`src/rtl/segment_tree_point_add_range_sum_macros.svh`:
```
// Assertion macros shared by the segment tree sum block.
// Included by the modules that carry concurrent assertions; no other dependencies.
`ifndef SEGMENT_TREE_POINT_ADD_RANGE_SUM_MACROS_SVH
`define SEGMENT_TREE_POINT_ADD_RANGE_SUM_MACROS_SVH

// Same-cycle implication, disabled while reset is asserted.
`define STPRS_ASSERT_IMP(label, clk, rst_n, pre, post) \
    label: assert property (@(posedge clk) disable iff (!(rst_n)) (pre) |-> (post)) \
        else $error("stprs assertion failed");

// Next-cycle implication, disabled while reset is asserted.
`define STPRS_ASSERT_NEXT(label, clk, rst_n, pre, post) \
    label: assert property (@(posedge clk) disable iff (!(rst_n)) (pre) |=> (post)) \
        else $error("stprs assertion failed");

`endif

```
`src/rtl/stprs_pkg.sv`:
```
// Shared constants, opcodes and types of the segment tree sum block.
// No dependencies; used by every module of the block but stprs_ram.
package stprs_pkg;

    // Tree geometry
    localparam int unsigned LEAVES   = 1024;
    localparam int unsigned TREE_LOG = $clog2(LEAVES);
    localparam int unsigned SPAN     = 1 << TREE_LOG;
    localparam int unsigned DEPTH    = 2 * SPAN;
    localparam int unsigned ADDR_W   = TREE_LOG + 1;
    localparam int unsigned NODE_W   = TREE_LOG + 2;

    // Field widths
    localparam int unsigned OPC_W   = 2;
    localparam int unsigned POS_W   = 10;
    localparam int unsigned VALUE_W = 32;
    localparam int unsigned END_W   = 11;
    localparam int unsigned SUM_W   = 64;

    // Input tdata layout
    localparam int unsigned OPC_LSB    = 0;
    localparam int unsigned POS_LSB    = OPC_LSB + OPC_W;
    localparam int unsigned VALUE_LSB  = POS_LSB + POS_W;
    localparam int unsigned END_LSB    = VALUE_LSB + VALUE_W;
    localparam int unsigned IN_BITS    = END_LSB + END_W;
    localparam int unsigned IN_TDATA_W = ((IN_BITS + 7) / 8) * 8;

    // Command queue
    localparam int unsigned QDEPTH = 2;
    localparam int unsigned QPTR_W = 1;
    localparam int unsigned QCNT_W = 2;

    typedef logic [OPC_W-1:0] opcode_t;
    localparam opcode_t OP_ADD = 2'd0;
    localparam opcode_t OP_SUM = 2'd1;
    localparam opcode_t OP_SET = 2'd2;

    // Classified command; lo is the leaf node for writes
    typedef struct packed {
        logic                      is_query;
        logic                      overwrite;
        logic [NODE_W-1:0]         lo;
        logic [NODE_W-1:0]         hi;
        logic signed [VALUE_W-1:0] value;
    } cmd_t;

    // Back end status seen by the front end
    typedef struct packed {
        logic clearing;
        logic pop;
    } back_status_t;

endpackage

```
`src/rtl/stprs_front.sv`:
```
// Front end: accepts input items, classifies them into tree commands and queues them.
// Depends on stprs_pkg and the assertion macro header.
`include "segment_tree_point_add_range_sum_macros.svh"

module stprs_front (
    input  logic                                aclk,
    input  logic                                aresetn,
    input  logic                                s_tvalid,
    output logic                                s_tready,
    // fields from bit 0 up: opcode, position, value, range_end, zero pad
    input  logic [stprs_pkg::IN_TDATA_W-1:0]    s_tdata,
    input  stprs_pkg::back_status_t             status,
    output logic                                cmd_valid,
    output stprs_pkg::cmd_t                     cmd
);

    stprs_pkg::cmd_t                     q_reg [stprs_pkg::QDEPTH];
    logic [stprs_pkg::QPTR_W-1:0]        wr_ptr_reg, wr_ptr_next;
    logic [stprs_pkg::QPTR_W-1:0]        rd_ptr_reg, rd_ptr_next;
    logic [stprs_pkg::QCNT_W-1:0]        count_reg, count_next;

    stprs_pkg::opcode_t                  opcode;
    logic [stprs_pkg::POS_W-1:0]         position;
    logic signed [stprs_pkg::VALUE_W-1:0] value;
    logic [stprs_pkg::END_W-1:0]         range_end;
    logic [31:0]                         pos_w, end_clamped;
    logic                                accept, keep, push;
    stprs_pkg::cmd_t                     new_cmd;

    // Unpack the item
    assign opcode    = s_tdata[stprs_pkg::OPC_LSB +: stprs_pkg::OPC_W];
    assign position  = s_tdata[stprs_pkg::POS_LSB +: stprs_pkg::POS_W];
    assign value     = s_tdata[stprs_pkg::VALUE_LSB +: stprs_pkg::VALUE_W];
    assign range_end = s_tdata[stprs_pkg::END_LSB +: stprs_pkg::END_W];

    assign pos_w       = 32'(position);
    assign end_clamped = (32'(range_end) > stprs_pkg::LEAVES) ? stprs_pkg::LEAVES
                                                              : 32'(range_end);

    // Classify: drop unknown opcodes and out-of-range writes, map to node indices
    always_comb begin
        keep              = 1'b0;
        new_cmd.is_query  = 1'b0;
        new_cmd.overwrite = 1'b0;
        new_cmd.lo        = stprs_pkg::NODE_W'(pos_w + stprs_pkg::SPAN);
        new_cmd.hi        = stprs_pkg::NODE_W'(end_clamped + stprs_pkg::SPAN);
        new_cmd.value     = value;
        unique case (opcode) inside
            stprs_pkg::OP_ADD, stprs_pkg::OP_SET: begin
                keep              = pos_w < stprs_pkg::LEAVES;
                new_cmd.overwrite = (opcode == stprs_pkg::OP_SET);
            end
            stprs_pkg::OP_SUM: begin
                keep             = 1'b1;
                new_cmd.is_query = 1'b1;
                // empty range: equal bounds end the walk at once
                if (pos_w >= end_clamped) begin
                    new_cmd.lo = '0;
                    new_cmd.hi = '0;
                end
            end
            default: begin
                keep = 1'b0;
            end
        endcase
    end

    assign s_tready = (count_reg != stprs_pkg::QCNT_W'(stprs_pkg::QDEPTH)) && !status.clearing;
    assign accept   = s_tvalid && s_tready;
    assign push     = accept && keep;

    assign cmd_valid = (count_reg != '0);
    assign cmd       = q_reg[rd_ptr_reg];

    // Advance queue pointers
    always_comb begin
        wr_ptr_next = wr_ptr_reg;
        rd_ptr_next = rd_ptr_reg;
        count_next  = count_reg;
        if (push) begin
            wr_ptr_next = wr_ptr_reg + 1'b1;
        end
        if (status.pop) begin
            rd_ptr_next = rd_ptr_reg + 1'b1;
        end
        if (push && !status.pop) begin
            count_next = count_reg + 1'b1;
        end else if (!push && status.pop) begin
            count_next = count_reg - 1'b1;
        end
    end

    always_ff @(posedge aclk) begin
        if (!aresetn) begin
            wr_ptr_reg <= '0;
            rd_ptr_reg <= '0;
            count_reg  <= '0;
        end else begin
            wr_ptr_reg <= wr_ptr_next;
            rd_ptr_reg <= rd_ptr_next;
            count_reg  <= count_next;
        end
    end

    // Store the command
    always_ff @(posedge aclk) begin
        if (push) begin
            q_reg[wr_ptr_reg] <= new_cmd;
        end
    end

    `STPRS_ASSERT_IMP(a_no_pop_empty, aclk, aresetn, status.pop, count_reg != '0)
    `STPRS_ASSERT_IMP(a_no_accept_clear, aclk, aresetn, status.clearing, !s_tready)
    `STPRS_ASSERT_IMP(a_count_bound, aclk, aresetn, 1'b1,
                      count_reg <= stprs_pkg::QCNT_W'(stprs_pkg::QDEPTH))

endmodule

```
`config.mk`:
```
export PLATFORM = sky130hd
export DESIGN_NAME = stprs_front
export DESIGN_NICKNAME = d
export VERILOG_FILES = /design/src/rtl/stprs_pkg.sv /design/src/rtl/stprs_front.sv
export VERILOG_INCLUDE_DIRS = /design/src /design/src/rtl
export SDC_FILE = /design/constraint.sdc
export NUM_CORES = 1
export LEC_CHECK = 0
export ABC_AREA = 1
export BUFFER_PORTS_ARGS = -buffer_cell sky130_fd_sc_hd__buf_2
export CAP_MARGIN = 10
export CORE_MARGIN = 4
export CORE_UTILIZATION = 50
export CTS_BUF_LIST = sky130_fd_sc_hd__clkbuf_8
export DETAILED_ROUTE_END_ITERATION = 16
export PLACE_DENSITY = 0.79
export SETUP_SLACK_MARGIN = 0.3
export SLEW_MARGIN = 20
export SYNTH_ARGS = -nofsm -noshare
export SYNTH_HDL_FRONTEND = slang
export SYNTH_SLANG_ARGS = --single-unit
```
`constraint.sdc`:
```
create_clock -name aclk -period 3.9 [get_ports aclk]
set_clock_uncertainty 0.1 [all_clocks]
set_input_delay 0.39 -clock aclk [delete_from_list [all_inputs] [get_ports aclk]]
set_output_delay 0.39 -clock aclk [all_outputs]
set_load 0.02 [all_outputs]
```
======== Yosys cells after proc, flatten, opt, wreduce, memory -nomap -nowiden ========
Memories as Yosys holds them, arrays and structs flattened. A register that Yosys moved wholly into a read port is not among the register bits.
Index checks and enable logic that the tools add are counted.
word-level totals
  register bits after elaboration ......... 4
  memory bits (writable) .................. 116
  input bits .............................. 61
  output and inout port bits .............. 60
  memories ................................ 1
memories
  name   words  bits a word  read ports  clocked after memory_dff  wr ports  RTL line           source
  q_reg  2      58           1           1                         1         stprs_front.sv:17  stprs_pkg::cmd_t q_reg [stprs_pkg::QDEPTH];
operators by class
  add/sub/neg operators ................... 6
  magnitude comparators ................... 3
  equal/unequal tests ..................... 3
  muxes and demuxes ....................... 12
  reductions and logical operators ........ 12
operators with widths
  operator                count
  $mux 24                 2
  $add 10x11->12 const B  1
  $add 11x11->12 const B  1
  $ge 10x11->1            1
  $gt 11x11->1 const B    1
  $lt 10x11->1 const B    1
  $mux 11                 1
  $mux 1                  6
  $logic_and 1x1->1       5
  $mux 2                  2
  $reduce_bool 2->1       2
  $logic_not 1->1         3
  $add 1x1->1 const B     2
  $add 2x1->2 const B     1
  $eq 2x1->1 const B      1
  $eq 2x2->1 const B      1
  $logic_not 2->1         1
  $ne 2x2->1 const B      1
  $pmux 1 s2              1
  $reduce_or 2->1         1
  $sub 2x1->2 const B     1

======== Depth between registers and ports, before layout ========
  depth after elaboration ................. 8
  gate-level depth with buffers ........... 14
  gate-level depth less buffers ........... 13

======== Worst setup path before layout ========
Ideal clock, no wire load.
  path type ............................... in2reg
  start point ............................. input port status[1] (netlist name)
  end point ............................... memory q_reg[1][0] (netlist name) (enable)
  setup time .............................. 0.474 ns
  arrival ................................. 3.420 ns
  data required time ...................... 3.326 ns
  slack ................................... -0.094 ns
  cell stages on the path ................. 3
  path buffers ............................ 0
  cells stage by stage .................... a21oi_1 -> nand3_1 -> nor2_1
between the ends
  word-level cells in the longest chain between the ends .. 6
RTL lines
  item                          RTL line            source
  from (decl)                   stprs_front.sv:12   input stprs_pkg::back_status_t status,
  $logic_not 1->1               stprs_front.sv:68   assign s_tready = (count_reg != stprs_pkg::QCNT_W'(stprs_pkg::QDEPTH)) && !status.clearing;
  $logic_and 1x1->1             stprs_front.sv:68
  $logic_and 1x1->1             stprs_front.sv:69   assign accept = s_tvalid && s_tready;
  $logic_and 1x1->1             stprs_front.sv:70   assign push = accept && keep;
  $mux 1                        stprs_front.sv:107  if (push) begin
  $mux 1 (implied by the code)  stprs_front.sv:108  q_reg[wr_ptr_reg] <= new_cmd;
  to (decl)                     stprs_front.sv:17
No other way between the ends.

==> metrics <==
outcome=finished, final reports clean; Startpoint Class=flop; clock sinks=119; Core Area=9370 um2; die area=11400 um2; Distinct cells, synth=20; Clk Latency, worst-skew pair=0.40 ns; # resized after CTS=0; first-pass detailed-route iteration total=4; Power Density=~480 nW/um2; Adder-Cell Fraction of Synth Area=2.82%; Clock Tree Buf Depth=2; Leak=0.00238 uW; Syn Area/Cell=~16 um2; via/cell ratio=between 5 and 6; Worst R2R Setup Slack=around 1.7 ns; Die Height=107 um; routability cong.=about 0.84; worst-margin pin slew=just under 0.9 ns; clock slew at reported path FFs=~0.060 ns; die width=roughly 110 um; Starting Density=52.0%; Layout area overhead=23.6%; CP Capture Type=primary output; antenna-violating nets left=0; Final Hold Violating Endpoints=0; setup repair after global routing missed its margin=false; Combinational Power Share=11.1%; Port Buffers=~120; register area share after synthesis=between 70 and 80%; Post-DP Area=5630 um2; vias post-DR=2962; pin count of the biggest net entering global routing=38; post-synthesis mux area share=13.2%; worst min path class=in2reg; number of global-route vias before repair=3156; n_diodes=0; GRT overflow=0; Synth Area in Compound Gates=under 10%; largest family of logic cells by synthesized area=multiplexers; Post-Syn Area=between 4000 and 5000 um2; residual DRC count=0; minimum clock period=2.63 ns; Final setup viols=0; Clock power frac=between 30% and 40%; slew margin rel.=about two fifths; switching share of power=approximately 22%; layout filler cell count=720; sequential power share=roughly 51%; antenna violations before repair=0; layout cells sized above 1=47.0%; GRT Resource Usage Total=around 17%; post-layout instance area=6020 um2; Seq. cell area=3520 um2; Data required, critical path=3.41 ns; final wirelength=approximately 9.2 mm; CTS hold repair buffers=0; final core occ=between 60% and 70%; hold_sp=s_tdata[40]; wire per inst=approximately 16 um; Inserted Clock Buffers=17; critical path class=reg2out; num rows=35; Int Power=2250 uW; Worst Reg-to-Reg Cells=5; Hold Path Depth=1; HPWL after DPL=around 6.4 mm; reg2reg start=count_reg[0]; area of the multi-input gates=~1200 um2; IO Pins=roughly 120; Pins Over Slew Limit=0; CTS tree=yes; max-cap viol count=0; area share of xor/xnor cells in the synthesized design=0%; Mapped Nets=384; Ys Warns=0; highest clock rate=380 MHz; Mapped Cells=312; max reg flops=around 110; CP Max Fanout=24; DR iter-0 viols=106; NumNets Final=between 500 and 600; first-pass GRT wire length=between 10 and 15 mm; final period utilization=around 67%; Post-Synth Simple-Gate Area=under 10%; P_sw=645 uW; total power=about 2900 uW; setup bufs post-CTS=0; #FFs+latches synth=approximately 120; H-tree lvl count=4; crit path DAT=2.14 ns; VDD IR-drop max=about 0.23 mV; Root Driver=clkbuf_8
[placed cells by master, fill, tap and decap left out]
| master | Yosys | final |
|---|---|---|
| clkinvlp_4 | 0 | 2 |
| o21ai_2 | 1 | 1 |
| nand3_1 | 3 | 3 |
| ha_1 | 11 | 11 |
| bufinv_16 | 0 | 4 |
| edfxtp_1 | 114 | 114 |
| buf_2 | 8 | 118 |
| dfxtp_2 | 0 | 1 |
| clkbuf_8 | 0 | 17 |
| nand2_1 | 32 | 32 |
| a21oi_2 | 2 | 2 |
| a21oi_1 | 25 | 25 |
| nor2_1 | 18 | 16 |
| nand4_1 | 1 | 1 |
| clkinv_2 | 0 | 2 |
| nor2_4 | 0 | 2 |
| inv_1 | 23 | 24 |
| conb_1 | 1 | 1 |
| nor2_2 | 1 | 1 |
| buf_12 | 0 | 2 |
| o21ai_0 | 5 | 5 |
| nand3_2 | 1 | 1 |
| clkinv_1 | 0 | 4 |
| dfxtp_1 | 5 | 4 |
| mux2_2 | 57 | 57 |
| buf_4 | 1 | 3 |
[synth_stat cells]
| cell type | count | area, um2 |
|---|---|---|
| ha_1 | 11 | 138 |
| a21oi_1 | 25 | 125 |
| conb_1 | 1 | 3.75 |
| buf_2 | 8 | 40.0 |
| mux2_2 | 57 | 642 |
| nor2_2 | 1 | 6.26 |
| nand3_2 | 1 | 10.0 |
| nand3_1 | 3 | 15.0 |
| nand4_1 | 1 | 6.26 |
| inv_1 | 23 | 86.3 |
| nor2_1 | 18 | 67.6 |
| dfxtp_1 | 5 | 100 |
| o21ai_0 | 5 | 25.0 |
| buf_4 | 1 | 7.51 |
| o21ai_2 | 1 | 8.76 |
| a21oi_2 | 2 | 17.5 |
| buf_6 | 2 | 22.5 |
| dlygate4sd1_1 | 1 | 8.76 |
| nand2_1 | 32 | 120 |
| edfxtp_1 | 114 | 3420 |
[cell type report]
type / instances / share of cell area, %
Sequential cell: 119 / 58.5
Multi-Input combinational cell: 158 / 19.9
Timing Repair Buffer: 123 / 10.8
Clock buffer: 17 / 3.88
Clock inverter: 13 / 2.72
Tap cell: 129 / 2.68
Inverter: 23 / 1.43
[power by group through the flow]
stage	Sequential, uW	Combinational, uW	Clock, uW
after floorplan	1490	215	0
after global placement	1490	314	0
after detailed placement	1500	323	0
after CTS	1470	324	1140
after global routing	1470	350	1200
final	1470	320	1110
[path summary, 6_finish.rpt]
path                  end
max                cmd[0]
min          q_reg[1][28]
max reg2reg  q_reg[1][31]
min reg2reg    rd_ptr_reg
[cell families (layout without fill, tap and decap cells)]
logic type,count (synthesis),in the layout
DFF,119,119
and+or+nand+nor,56,56
buffers and inverters,35,176
other,1,1
AOI/OAI and AO/OA,33,33
muxes,57,57
adders and majority gates,11,11
[worst max-delay path, stage by stage (launching register included)]
cell	delay [ns]
dfxtp_2	0.75
buf_4	0.42
mux2_2	0.38
buf_2	0.16
[per-stage QoR]
step / cells / TNS, ns / setup slack [ns] / hold WS [ns]
2_1_floorplan: 312 / -8.91 / -0.0938 / 0.358
3_5_place_dp: 552 / 0 / 1.01 / 0.398
6_report: 582 / 0 / 1.27 / 0.0753
4_1_cts: 582 / 0 / 1.23 / 0.0396
3_3_place_gp: 552 / 0 / 1.10 / 0.368
5_1_grt: 582 / 0 / 1.17 / 0.0346
[metal layers]
layer | global-route usage, % | vias up | wire length [um]
li1 | - | 1403 | -
met1 | 19.6 | 1419 | 3640
met2 | 28.2 | 129 | 4630
met3 | 5.78 | 11 | 792
met4 | 6.67 | 0 | 113
met5 | 0 | - | 0
Note: power is estimated with default switching activity, not from simulation.
